--- config.mk ---
export PLATFORM = sky130hd
export DESIGN_NAME = tls_client_hello_sni_extractor_top
export DESIGN_NICKNAME = d
export VERILOG_FILES = /design/src/design/tlssni_pkg.sv /design/src/design/tls_client_hello_sni_extractor_top.sv /design/src/design/tlssni_parser.sv /design/src/design/tlssni_out_queue.sv
export SDC_FILE = /design/constraint.sdc
export NUM_CORES = 1
export LEC_CHECK = 0
export BUFFER_PORTS_ARGS = -buffer_cell sky130_fd_sc_hd__buf_2
export CORE_ASPECT_RATIO = 0.75
export CORE_MARGIN = 5
export CORE_UTILIZATION = 64
export CTS_CLUSTER_DIAMETER = 100
export DETAILED_ROUTE_END_ITERATION = 10
export HOLD_SLACK_MARGIN = 0.03
export MAX_ROUTING_LAYER = met4
export PLACE_DENSITY = 0.82
export SYNTH_ARGS = -nofsm -noshare
export SYNTH_HDL_FRONTEND = slang
export SYNTH_SLANG_ARGS = --single-unit
--- constraint.sdc ---
create_clock -name clock -period 10.8 [get_ports clock]
set_clock_uncertainty 0.2 [all_clocks]
set_input_delay 3.24 -clock clock [delete_from_list [all_inputs] [get_ports clock]]
set_output_delay 3.24 -clock clock [all_outputs]
set_load 0.005 [all_outputs]
--- src/design/tlssni_pkg.sv ---
// ----------------------------------------------------------------------------
// tlssni_pkg
// Shared types and constants for the TLS ClientHello host-name extractor.
// ----------------------------------------------------------------------------
`default_nettype none

package tlssni_pkg;

   // Parse phases, in packet order
   typedef enum logic [4:0] {
      PH_HDR      = 5'd0,
      PH_SID_LEN  = 5'd1,
      PH_SID_SKIP = 5'd2,
      PH_CS_HI    = 5'd3,
      PH_CS_LO    = 5'd4,
      PH_CS_SKIP  = 5'd5,
      PH_CM_LEN   = 5'd6,
      PH_CM_SKIP  = 5'd7,
      PH_EXT_HI   = 5'd8,
      PH_EXT_LO   = 5'd9,
      PH_ET_HI    = 5'd10,
      PH_ET_LO    = 5'd11,
      PH_EL_HI    = 5'd12,
      PH_EL_LO    = 5'd13,
      PH_EXT_SKIP = 5'd14,
      PH_SNI_L1   = 5'd15,
      PH_SNI_L2   = 5'd16,
      PH_SNI_TYPE = 5'd17,
      PH_SNI_N1   = 5'd18,
      PH_SNI_N2   = 5'd19,
      PH_NAME     = 5'd20,
      PH_DONE     = 5'd21
   } phase_type;

   typedef enum logic [1:0] {
      ST_FOUND   = 2'd0,
      ST_NOT_CH  = 2'd1,
      ST_BAD     = 2'd2,
      ST_NO_NAME = 2'd3
   } status_type;

   localparam logic [7:0] REC_HANDSHAKE  = 8'h16;
   localparam logic [7:0] VER_MAJOR      = 8'h03;
   localparam logic [7:0] VER_MINOR_LO   = 8'h01;
   localparam logic [7:0] VER_MINOR_HI   = 8'h04;
   localparam logic [7:0] HS_CLIENT_HELLO = 8'h01;
   localparam logic [7:0] SNI_HOST_NAME  = 8'h00;
   localparam int         MIN_PACKET     = 43;
   localparam int         HDR_LAST       = 42;
   localparam logic [15:0] SNI_MIN_LEN   = 16'd5;
   localparam logic [15:0] EXT_HEAD_LEN  = 16'd4;

   localparam int QUEUE_DEPTH = 4;
   localparam int QPTR_BITS   = $clog2(QUEUE_DEPTH);
   localparam int QCNT_BITS   = $clog2(QUEUE_DEPTH + 1);

   typedef struct packed {
      logic       final_res;
      logic [7:0] name_byte;
      status_type status;
      logic [15:0] name_length;
   } rsp_item_type;

   // Up to two result transactions per accepted byte
   typedef struct packed {
      logic [1:0]   count;
      rsp_item_type first;
      rsp_item_type second;
   } push_type;

endpackage

`default_nettype wire

--- src/design/tls_client_hello_sni_extractor_top.sv ---
// ----------------------------------------------------------------------------
// tls_client_hello_sni_extractor_top
// Streams a TLS record byte by byte and pulls out the ClientHello host name.
// ----------------------------------------------------------------------------
// Feed one packet byte per req transaction, starting at the TLS record header,
// with req_tlast on the final byte. The record header is checked (handshake
// content type, version 3.1 to 3.4, ClientHello, at least 43 bytes), the
// fixed fields are skipped and the extensions are walked. Bytes of the host
// name from the first server-name extension come out as rsp transactions with
// rsp_tlast low as soon as they arrive. The last packet byte always yields one
// verdict transaction (rsp_tlast high) with the status and, when the status is
// found, the declared name length; a final byte that is also a name byte gives
// two transactions, name byte first. On any status other than found, name
// bytes already delivered for that packet are to be dropped by the consumer.
// Rate: one byte per clock while req_tready is high. Results are registered in
// the output queue before the rsp side; the parse state updates once per byte
// accepted. Results go into a four-entry queue and req_tready drops only while
// fewer than two queue entries are free, so input stalls only follow output
// back-pressure. Packet positions saturate at 2^POSITION_BITS - 1.
// ----------------------------------------------------------------------------
`default_nettype none

module tls_client_hello_sni_extractor_top import tlssni_pkg::*; #(
   parameter int POSITION_BITS = 18
) (
   input  wire logic        clock,
   input  wire logic        reset,
   // request stream
   input  wire logic        req_tvalid,
   output logic             req_tready,
   input  wire logic [7:0]  req_tdata,   // [7:0] data_byte
   input  wire logic        req_tlast,   // end_of_packet
   // result stream
   output logic             rsp_tvalid,
   input  wire logic        rsp_tready,
   output logic [31:0]      rsp_tdata,   // [7:0] name_byte, [9:8] status,
                                         // [25:10] name_length, [31:26] zero
   output logic             rsp_tlast    // final_res: verdict transaction
);

   logic         accept;
   push_type     push;
   rsp_item_type out_item;

   assign accept = req_tvalid && req_tready;

   // parse state, one byte per accepted transaction
   tlssni_parser #(
      .POSITION_BITS(POSITION_BITS)
   ) u_parser (
      .clock         (clock),
      .reset         (reset),
      .accept        (accept),
      .data_byte     (req_tdata),
      .end_of_packet (req_tlast),
      .push          (push)
   );

   // result queue, decouples the two sides
   tlssni_out_queue u_queue (
      .clock     (clock),
      .reset     (reset),
      .push      (push),
      .space_ok  (req_tready),
      .out_valid (rsp_tvalid),
      .out_ready (rsp_tready),
      .out_item  (out_item)
   );

   assign rsp_tdata = {6'd0, out_item.name_length, out_item.status, out_item.name_byte};
   assign rsp_tlast = out_item.final_res;

   // a packet end always leaves a verdict to deliver
   a_verdict_queued: assert property (@(posedge clock) disable iff (reset)
      (req_tvalid && req_tready && req_tlast) |=> rsp_tvalid)
      else $error("no result pending after packet end");

   // a verdict carries no name byte
   a_verdict_no_byte: assert property (@(posedge clock) disable iff (reset)
      (rsp_tvalid && rsp_tlast) |-> (rsp_tdata[7:0] == 8'd0))
      else $error("verdict carries a name byte");

   // a name byte carries no status or length
   a_name_clean: assert property (@(posedge clock) disable iff (reset)
      (rsp_tvalid && !rsp_tlast) |-> (rsp_tdata[31:8] == 24'd0))
      else $error("name byte carries status or length");

   // only a found verdict reports a length
   a_len_found: assert property (@(posedge clock) disable iff (reset)
      (rsp_tvalid && rsp_tlast && rsp_tdata[9:8] != ST_FOUND) |->
         (rsp_tdata[25:10] == 16'd0))
      else $error("length on a verdict other than found");

endmodule

`default_nettype wire

--- src/design/tlssni_parser.sv ---
// ----------------------------------------------------------------------------
// tlssni_parser
// Per-byte ClientHello parse state and result generation.
// ----------------------------------------------------------------------------
`default_nettype none

module tlssni_parser import tlssni_pkg::*; #(
   parameter int POSITION_BITS = 18
) (
   input  wire logic       clock,
   input  wire logic       reset,
   input  wire logic       accept,
   input  wire logic [7:0] data_byte,
   input  wire logic       end_of_packet,
   output push_type        push
);

   typedef logic [POSITION_BITS-1:0] pos_type;

   function automatic pos_type sat_add(pos_type a, logic [15:0] b);
      logic [POSITION_BITS:0] s;
      s = {1'b0, a} + {{(POSITION_BITS-15){1'b0}}, b};
      return s[POSITION_BITS] ? '1 : s[POSITION_BITS-1:0];
   endfunction

   phase_type   phase_ff, phase_in;
   pos_type     pos_ff, pos_in;
   logic [15:0] remain_ff, remain_in;
   logic [7:0]  hold_ff, hold_in;
   pos_type     ext_end_ff, ext_end_in;
   logic        ext_sni_ff, ext_sni_in;
   pos_type     ext_stop_ff, ext_stop_in;
   logic [15:0] name_len_ff, name_len_in;
   status_type  pend_ff, pend_in;
   logic        complete_ff, complete_in;

   logic [15:0] v16;
   pos_type     nxt, sum16, head4, ext_end_eff;
   logic        skip_last;
   logic [15:0] remain_dec;
   status_type  verdict;
   rsp_item_type name_item, verdict_item;

   always_comb begin
      v16         = {hold_ff, data_byte};
      nxt         = sat_add(pos_ff, 16'd1);
      sum16       = sat_add(nxt, v16);
      head4       = sat_add(nxt, EXT_HEAD_LEN);
      ext_end_eff = (phase_ff == PH_EXT_LO) ? sum16 : ext_end_ff;
      skip_last   = (remain_ff <= 16'd1);
      remain_dec  = skip_last ? 16'd0 : remain_ff - 16'd1;

      phase_in    = phase_ff;
      pos_in      = pos_ff;
      remain_in   = remain_ff;
      hold_in     = hold_ff;
      ext_end_in  = ext_end_ff;
      ext_sni_in  = ext_sni_ff;
      ext_stop_in = ext_stop_ff;
      name_len_in = name_len_ff;
      pend_in     = pend_ff;
      complete_in = complete_ff;

      name_item    = '{final_res: 1'b0, name_byte: data_byte,
                       status: ST_FOUND, name_length: 16'd0};
      verdict_item = '{final_res: 1'b1, name_byte: 8'd0,
                       status: ST_FOUND, name_length: 16'd0};
      verdict      = ST_FOUND;
      push         = '0;

      if (accept) begin
         pos_in = nxt;
         unique case (phase_ff)
            PH_HDR: begin
               if ((pos_ff == pos_type'(0) && data_byte != REC_HANDSHAKE) ||
                   (pos_ff == pos_type'(1) && data_byte != VER_MAJOR) ||
                   (pos_ff == pos_type'(2) && (data_byte < VER_MINOR_LO ||
                                               data_byte > VER_MINOR_HI)) ||
                   (pos_ff == pos_type'(5) && data_byte != HS_CLIENT_HELLO)) begin
                  pend_in  = ST_NOT_CH;
                  phase_in = PH_DONE;
               end else if (pos_ff >= pos_type'(HDR_LAST)) begin
                  phase_in = PH_SID_LEN;
               end
            end
            PH_SID_LEN: begin
               remain_in = {8'd0, data_byte};
               phase_in  = (data_byte != 8'd0) ? PH_SID_SKIP : PH_CS_HI;
            end
            PH_SID_SKIP: begin
               remain_in = remain_dec;
               if (skip_last) phase_in = PH_CS_HI;
            end
            PH_CS_HI: begin
               hold_in  = data_byte;
               phase_in = PH_CS_LO;
            end
            PH_CS_LO: begin
               remain_in = v16;
               phase_in  = (v16 != 16'd0) ? PH_CS_SKIP : PH_CM_LEN;
            end
            PH_CS_SKIP: begin
               remain_in = remain_dec;
               if (skip_last) phase_in = PH_CM_LEN;
            end
            PH_CM_LEN: begin
               remain_in = {8'd0, data_byte};
               phase_in  = (data_byte != 8'd0) ? PH_CM_SKIP : PH_EXT_HI;
            end
            PH_CM_SKIP: begin
               remain_in = remain_dec;
               if (skip_last) phase_in = PH_EXT_HI;
            end
            PH_EXT_HI: begin
               hold_in  = data_byte;
               phase_in = PH_EXT_LO;
            end
            PH_EXT_LO: begin
               ext_end_in = sum16;
               if (head4 > ext_end_eff) begin
                  pend_in  = ST_NO_NAME;
                  phase_in = PH_DONE;
               end else begin
                  phase_in = PH_ET_HI;
               end
            end
            PH_ET_HI: begin
               hold_in  = data_byte;
               phase_in = PH_ET_LO;
            end
            PH_ET_LO: begin
               ext_sni_in = (v16 == 16'd0);
               phase_in   = PH_EL_HI;
            end
            PH_EL_HI: begin
               hold_in  = data_byte;
               phase_in = PH_EL_LO;
            end
            PH_EL_LO: begin
               ext_stop_in = sum16;
               if (sum16 > ext_end_ff) begin
                  pend_in  = ST_BAD;
                  phase_in = PH_DONE;
               end else if (ext_sni_ff) begin
                  if (v16 < SNI_MIN_LEN) begin
                     pend_in  = ST_BAD;
                     phase_in = PH_DONE;
                  end else begin
                     phase_in = PH_SNI_L1;
                  end
               end else if (v16 == 16'd0) begin
                  if (head4 > ext_end_eff) begin
                     pend_in  = ST_NO_NAME;
                     phase_in = PH_DONE;
                  end else begin
                     phase_in = PH_ET_HI;
                  end
               end else begin
                  remain_in = v16;
                  phase_in  = PH_EXT_SKIP;
               end
            end
            PH_EXT_SKIP: begin
               remain_in = remain_dec;
               if (skip_last) begin
                  if (head4 > ext_end_eff) begin
                     pend_in  = ST_NO_NAME;
                     phase_in = PH_DONE;
                  end else begin
                     phase_in = PH_ET_HI;
                  end
               end
            end
            PH_SNI_L1: phase_in = PH_SNI_L2;
            PH_SNI_L2: phase_in = PH_SNI_TYPE;
            PH_SNI_TYPE: begin
               if (data_byte != SNI_HOST_NAME) begin
                  pend_in  = ST_BAD;
                  phase_in = PH_DONE;
               end else begin
                  phase_in = PH_SNI_N1;
               end
            end
            PH_SNI_N1: begin
               hold_in  = data_byte;
               phase_in = PH_SNI_N2;
            end
            PH_SNI_N2: begin
               if (sum16 > ext_stop_ff) begin
                  pend_in  = ST_BAD;
                  phase_in = PH_DONE;
               end else begin
                  name_len_in = v16;
                  if (v16 == 16'd0) begin
                     complete_in = 1'b1;
                     pend_in     = ST_FOUND;
                     phase_in    = PH_DONE;
                  end else begin
                     remain_in = v16;
                     phase_in  = PH_NAME;
                  end
               end
            end
            PH_NAME: begin
               push.count = 2'd1;
               push.first = name_item;
               remain_in  = remain_dec;
               if (skip_last) begin
                  complete_in = 1'b1;
                  pend_in     = ST_FOUND;
                  phase_in    = PH_DONE;
               end
            end
            PH_DONE: ;
            default: ;
         endcase

         // verdict from the state as it stands after this byte
         if (nxt < pos_type'(MIN_PACKET) ||
             (phase_in == PH_DONE && pend_in == ST_NOT_CH))
            verdict = ST_NOT_CH;
         else if (phase_in != PH_DONE || nxt < ext_end_in)
            verdict = ST_BAD;
         else if (pend_in == ST_FOUND)
            verdict = complete_in ? ST_FOUND : ST_BAD;
         else
            verdict = pend_in;

         verdict_item.status      = verdict;
         verdict_item.name_length = (verdict == ST_FOUND) ? name_len_in : 16'd0;

         if (end_of_packet) begin
            if (push.count == 2'd1) begin
               push.count  = 2'd2;
               push.second = verdict_item;
            end else begin
               push.count = 2'd1;
               push.first = verdict_item;
            end
            phase_in    = PH_HDR;
            pos_in      = '0;
            remain_in   = 16'd0;
            hold_in     = 8'd0;
            ext_end_in  = '0;
            ext_sni_in  = 1'b0;
            ext_stop_in = '0;
            name_len_in = 16'd0;
            pend_in     = ST_NO_NAME;
            complete_in = 1'b0;
         end
      end
   end

   always_ff @(posedge clock) begin
      if (reset) begin
         phase_ff    <= PH_HDR;
         pos_ff      <= '0;
         remain_ff   <= 16'd0;
         hold_ff     <= 8'd0;
         ext_end_ff  <= '0;
         ext_sni_ff  <= 1'b0;
         ext_stop_ff <= '0;
         name_len_ff <= 16'd0;
         pend_ff     <= ST_NO_NAME;
         complete_ff <= 1'b0;
      end else begin
         phase_ff    <= phase_in;
         pos_ff      <= pos_in;
         remain_ff   <= remain_in;
         hold_ff     <= hold_in;
         ext_end_ff  <= ext_end_in;
         ext_sni_ff  <= ext_sni_in;
         ext_stop_ff <= ext_stop_in;
         name_len_ff <= name_len_in;
         pend_ff     <= pend_in;
         complete_ff <= complete_in;
      end
   end

endmodule

`default_nettype wire

--- src/design/tlssni_out_queue.sv ---
// ----------------------------------------------------------------------------
// tlssni_out_queue
// Small result queue: takes up to two transactions a cycle, gives one.
// ----------------------------------------------------------------------------
`default_nettype none

module tlssni_out_queue import tlssni_pkg::*; (
   input  wire logic   clock,
   input  wire logic   reset,
   input  wire push_type push,
   output logic        space_ok,
   output logic        out_valid,
   input  wire logic   out_ready,
   output rsp_item_type out_item
);

   rsp_item_type          mem_ff [QUEUE_DEPTH];
   logic [QPTR_BITS-1:0]  wr_ptr_ff, wr_ptr_in;
   logic [QPTR_BITS-1:0]  rd_ptr_ff, rd_ptr_in;
   logic [QCNT_BITS-1:0]  count_ff, count_in;
   logic                  pop;

   always_comb begin
      out_valid = (count_ff != '0);
      out_item  = mem_ff[rd_ptr_ff];
      // room for a name byte and a verdict together
      space_ok  = (count_ff <= QCNT_BITS'(QUEUE_DEPTH - 2));
      pop       = out_valid && out_ready;
      wr_ptr_in = wr_ptr_ff + QPTR_BITS'(push.count);
      rd_ptr_in = rd_ptr_ff + QPTR_BITS'(pop);
      count_in  = count_ff + QCNT_BITS'(push.count) - QCNT_BITS'(pop);
   end

   always_ff @(posedge clock) begin
      if (push.count != 2'd0) mem_ff[wr_ptr_ff] <= push.first;
      if (push.count == 2'd2) mem_ff[wr_ptr_ff + QPTR_BITS'(1)] <= push.second;
   end

   always_ff @(posedge clock) begin
      if (reset) begin
         wr_ptr_ff <= '0;
         rd_ptr_ff <= '0;
         count_ff  <= '0;
      end else begin
         wr_ptr_ff <= wr_ptr_in;
         rd_ptr_ff <= rd_ptr_in;
         count_ff  <= count_in;
      end
   end

endmodule

`default_nettype wire

==> summary.txt <==
Critical path
  • Origin of the worst setup path: req_tdata[1]
  • Type of origin of the critical path: input pin
  • Required time at the worst-slack endpoint: 10.95 ns
  • Arrival @ worst endpoint: 9.94 ns
  • Critical-path maximum fanout: 16
  • Start of the worst register-to-register path: u_parser.pos_ff[0]
  • Type of the worst setup path: in2reg
  • Crit path capture type: flop

Logic synthesis
  • Number of distinct library cells after synthesis: 90
  • Portion of synthesized cell area occupied by the leading cell type: 19.29%
  • Number of enable flip-flop cells after synthesis: 76
  • Average footprint of a synthesized cell: 8.592 µm²
  • Cell Area, Synth: 14740 µm²
  • Fraction of registers with async set/reset: 0%
  • Main synth FF type: sky130_fd_sc_hd__dfxtp_1
  • Seq/Total Area, Yosys: between 30% and 40%
  • Cell count after synthesis: 1715
  • Register bit total from synthesis: 218
  • Count of warnings emitted by yosys: 0
  • Library cell with the largest summed area after synthesis: sky130_fd_sc_hd__dfxtp_1
  • Top cells by area, synth: sky130_fd_sc_hd__dfxtp_1, sky130_fd_sc_hd__edfxtp_1, sky130_fd_sc_hd__ha_1

GRT
  • Global routing's busiest layer: met1
  • First-pass GRT wire length: 68.81 mm
  • GRT Util Overall: 33.65%
  • Number of antenna violations at the first check in global routing: 1
  • Met3 capacity usage during global routing: 6.535%
  • Total overflow reported by the global router: 0
  • Global routing met2 resource utilization: a little under half
  • Vias in the first global route: about 12000
  • Maximum number of pins on one net before global-route repair: 93
  • Met1 capacity usage during global routing: 51.31%

Power
  • Internal power: approximately 0.0017 W
  • Sequential cell fraction of total power: 36.4%
  • Combinational share of power: between 30 and 40%
  • Switching part of the total: approximately a third
  • Clk pwr share: 33.4%
  • Pleak: 5.950 nW
  • Max rail drop VDD: 0.1701 mV
  • Power per standard cell area: 160.8 nW/µm²
  • Reported net switching power: 0.0008615 W

Place
  • Cell area after placement: 15020 µm²
  • Total of buffers placed on input and output ports: around 40
  • Sum of net half-perimeters after detailed placement: between 30 and 40 mm
  • Worst slack after detailed placement: about 0.7 ns
  • GPL Wtd Cong: between 1 and 1.5
  • Cell Count Post-Placement: 1974

Routing
  • DRT antenna net count: 0
  • Wire length reported by the detailed router: between 40 and 50 mm
  • Average routed wire per standard cell: 21.73 µm
  • Number of iterations in the first detailed-routing pass: 8
  • DRC marker count from the first detailed-route iteration: 1955
  • Vias per Instance: 6.708
  • Total vias in the final route: 13516
  • Drt drc: 0

Die
  • Placeable core region: ~23000 µm²
  • Full die area: 26190 µm²
  • Count of pins on the block boundary: 48
  • Effective utilization at floorplan: between 60 and 70%
  • Width of the die: 185.2 µm
  • Die Y-Extent: 141.4 µm
  • Placement row count: 48

Timing
  • Ratio of final minimum period to clock period: 90.62%
  • Worst Setup Slack, final: approximately 1.0 ns
  • Post-layout minimum cycle time: a little under 10 ns
  • Final count of hold timing violations: 0
  • Final-report setup violation count: 0
  • Worst max-slew margin expressed relative to the limit: 15.50%
  • Peak clock frequency supported by timing: 0.1022 GHz
  • Max-slew violation total from the final report: 0
  • Total negative setup slack: 0 ns
  • Setup repair after global routing missed its margin: no
  • Worst Tran Pin Value: 1.259 ns

Clocking
  • Post-CTS setup buffer count: 0
  • Clock root buffer master: sky130_fd_sc_hd__clkbuf_16
  • Deepest clock path buffer count: 3
  • Clock sink count: around 220
  • Clock latency on the worst-skew pair: 0.52 ns
  • Hold buffer count at CTS: 0
  • Cts bufs inserted: 22
  • Number of resized instances in the post-cts repair step: 0
  • Clock-pin slew of the registers on the worst-case setup and hold paths: approximately 0.060 ns
  • Clock tree from TritonCTS: done
  • Maximum level of the CTS H-tree: 1

Final layout
  • Number of filler cells placed in the layout: 1798
  • Number of nets in the final layout: 1812
  • Non-filler instance count after layout: 2015
  • Multi-input logic area: approximately 8900 µm²
  • Area growth syn-to-layout: 7.404%
  • Final Cell Area: 15830 µm²
  • Area used by sequential logic in the layout: 5126 µm²
  • Share of post-route cells with drive strength above 1: 9.860%

Worst hold path
  • Beginning of the worst hold path: u_queue.mem_ff[3][23]
  • Class of the worst hold path: reg2reg

Outcome
  • Status: completed

Run
  • Max-capacitance violation count: 0
per-layer routing:
layer	wire length (µm)	share of wire, %
met1	19580	45
met4	677	1.5
met3	5035	11
met5	0	0
met2	18490	42
synth_stat cells, types with 4 or more instances:
| library cell | number |
|---|---|
| sky130_fd_sc_hd__or2_2 | 8 |
| sky130_fd_sc_hd__buf_1 | 10 |
| sky130_fd_sc_hd__and2_1 | 13 |
| sky130_fd_sc_hd__a211oi_1 | 10 |
| sky130_fd_sc_hd__a21o_1 | 28 |
| sky130_fd_sc_hd__ha_1 | 99 |
| sky130_fd_sc_hd__or3_1 | 16 |
| sky130_fd_sc_hd__nand3b_1 | 16 |
| sky130_fd_sc_hd__a31oi_1 | 15 |
| sky130_fd_sc_hd__o211ai_1 | 10 |
| sky130_fd_sc_hd__o221ai_1 | 4 |
| sky130_fd_sc_hd__xor2_1 | 18 |
| sky130_fd_sc_hd__inv_1 | 69 |
| sky130_fd_sc_hd__edfxtp_1 | 76 |
| sky130_fd_sc_hd__nand4_1 | 17 |
| sky130_fd_sc_hd__buf_6 | 5 |
| sky130_fd_sc_hd__nand2_1 | 151 |
| sky130_fd_sc_hd__and3_1 | 11 |
| sky130_fd_sc_hd__buf_2 | 6 |
| sky130_fd_sc_hd__o41ai_1 | 14 |
| sky130_fd_sc_hd__o22ai_1 | 11 |
| sky130_fd_sc_hd__nor3_1 | 32 |
| sky130_fd_sc_hd__nor4_1 | 25 |
| sky130_fd_sc_hd__a2bb2oi_1 | 8 |
| sky130_fd_sc_hd__a21oi_1 | 103 |
| sky130_fd_sc_hd__nand2b_1 | 28 |
| sky130_fd_sc_hd__o31ai_1 | 10 |
| sky130_fd_sc_hd__mux4_2 | 27 |
| sky130_fd_sc_hd__dfxtp_1 | 142 |
| sky130_fd_sc_hd__nand3_1 | 44 |
| sky130_fd_sc_hd__o21a_1 | 13 |
| sky130_fd_sc_hd__a22oi_1 | 83 |
| sky130_fd_sc_hd__mux2i_1 | 33 |
| sky130_fd_sc_hd__and4_1 | 4 |
| sky130_fd_sc_hd__a221oi_1 | 4 |
| sky130_fd_sc_hd__o21bai_1 | 6 |
| sky130_fd_sc_hd__nor2_1 | 269 |
| sky130_fd_sc_hd__nand4_4 | 5 |
| sky130_fd_sc_hd__buf_4 | 11 |
| sky130_fd_sc_hd__o21ai_0 | 69 |
| sky130_fd_sc_hd__o21ai_1 | 5 |
| sky130_fd_sc_hd__clkbuf_1 | 77 |
| sky130_fd_sc_hd__xnor2_1 | 26 |
| sky130_fd_sc_hd__nor2b_1 | 14 |
kinds of logic (layout without fill, tap and decap cells):
| group | Yosys count | after routing | synth area share, % |
|---|---|---|---|
| mux | 63 | 63 | 6.598 |
| xor+xnor | 45 | 45 | 2.726 |
| other cells | 1 | 7 | 0.02545 |
| buf+inv | 182 | 176 | 5.231 |
| fa+ha+maj | 101 | 101 | 8.678 |
| compound gates | 432 | 432 | 19.98 |
| simple gates | 673 | 673 | 21.98 |
| flops | 218 | 218 | 34.78 |
sequential cells by signal (all words and copies together), names as in the netlist:
name                  count
u_parser.complete_ff      1
u_parser.ext_stop_ff     18
u_parser.ext_end_ff      18
u_parser.remain_ff       16
u_parser.ext_sni_ff       1
u_parser.pend_ff          2
u_queue.count_ff          3
u_queue.wr_ptr_ff         2
u_queue.rd_ptr_ff         2
u_parser.pos_ff          18
u_parser.name_len_ff     16
u_queue.mem_ff          108
u_parser.hold_ff          8
u_parser.phase_ff         5
cell usage in the layout, fill, tap and decap left out, drive strengths merged, types with 11 or more instances in the layout:
cell type  Yosys  final
dfxtp        142    142
and3          11     11
a21oi        104    104
and2          14     14
a211oi        14     14
inv           69     69
o21a          13     13
nor4          27     27
nand4         24     24
a22oi         83     83
a31oi         15     15
or3           17     17
a21o          28     28
xnor2         26     26
nor2         269    269
nand2        151    151
nand2b        28     28
nor3          33     33
o41ai         14     14
o22ai         11     11
o21ai         75     75
mux2i         33     33
clkbuf        77     28
nand3b        16     16
buf           32     63
nand3         46     46
mux4          27     27
xor2          19     19
ha            99     99
edfxtp        76     76
nor2b         14     14
power groups by stage:
stage	sequential (W)	clock, W	combinational (W)
2_1_floorplan	0.000912	0	0.000555
6_report	0.000927	0.000850	0.000768
5_1_grt	0.000934	0.000892	0.000824
3_5_place_dp	0.000944	0	0.000736
3_3_place_gp	0.000942	0	0.000729
4_1_cts	0.000927	0.000853	0.000746
final cells by class:
| cell class | instances | area share (%) |
|---|---|---|
| Antenna cell | 1 | 0.01581 |
| Clock buffer | 28 | 3.882 |
| Clock inverter | 12 | 1.178 |
| Inverter | 73 | 1.739 |
| Multi-Input combinational cell | 1320 | 56.07 |
| Sequential cell | 218 | 32.39 |
| Tap cell | 300 | 2.372 |
| Timing Repair Buffer | 63 | 2.356 |
critical path, stage by stage:
cell and delay (ns):
sky130_fd_sc_hd__buf_2 0.27, sky130_fd_sc_hd__ha_1 0.30, sky130_fd_sc_hd__a21o_1 0.17, sky130_fd_sc_hd__a21oi_1 0.26, sky130_fd_sc_hd__o21bai_1 0.09, sky130_fd_sc_hd__a21oi_1 0.23, sky130_fd_sc_hd__o21bai_1 0.14, sky130_fd_sc_hd__a41o_1 0.30
sky130_fd_sc_hd__o41ai_1 0.60, sky130_fd_sc_hd__o311ai_0 0.47, sky130_fd_sc_hd__mux2i_1 0.40, sky130_fd_sc_hd__ha_1 0.33, sky130_fd_sc_hd__a21o_1 0.17, sky130_fd_sc_hd__a21o_1 0.18, sky130_fd_sc_hd__a221oi_1 0.46, sky130_fd_sc_hd__nand2_1 0.15
sky130_fd_sc_hd__nand2_1 0.10, sky130_fd_sc_hd__o21ai_0 0.14, sky130_fd_sc_hd__or3_4 0.39, sky130_fd_sc_hd__a211o_1 0.34, sky130_fd_sc_hd__a211oi_4 0.54, sky130_fd_sc_hd__nand4_4 0.41, sky130_fd_sc_hd__nor2_1 0.26
path summary, 6_finish.rpt:
check	to	slack, ns	cells after the start
max	u_queue.mem_ff[1][4]	1.01	23
min	u_queue.mem_ff[3][23]	0.26	2
max reg2reg	u_queue.mem_ff[1][4]	1.79	27
min reg2reg	u_queue.mem_ff[3][23]	0.26	2
metrics by stage:
stage	power [W]	hold WS (ns)	utilization, %
2_1_floorplan	0.001467	0.2199	-
3_5_place_dp	0.001680	0.2452	65.83
5_1_grt	0.002650	0.2748	69.35
3_3_place_gp	0.001671	0.2300	65.83
6_report	0.002545	0.2576	69.35
4_1_cts	0.002526	0.2589	69.34
No activity file was read; power rests on OpenSTA's default activity.
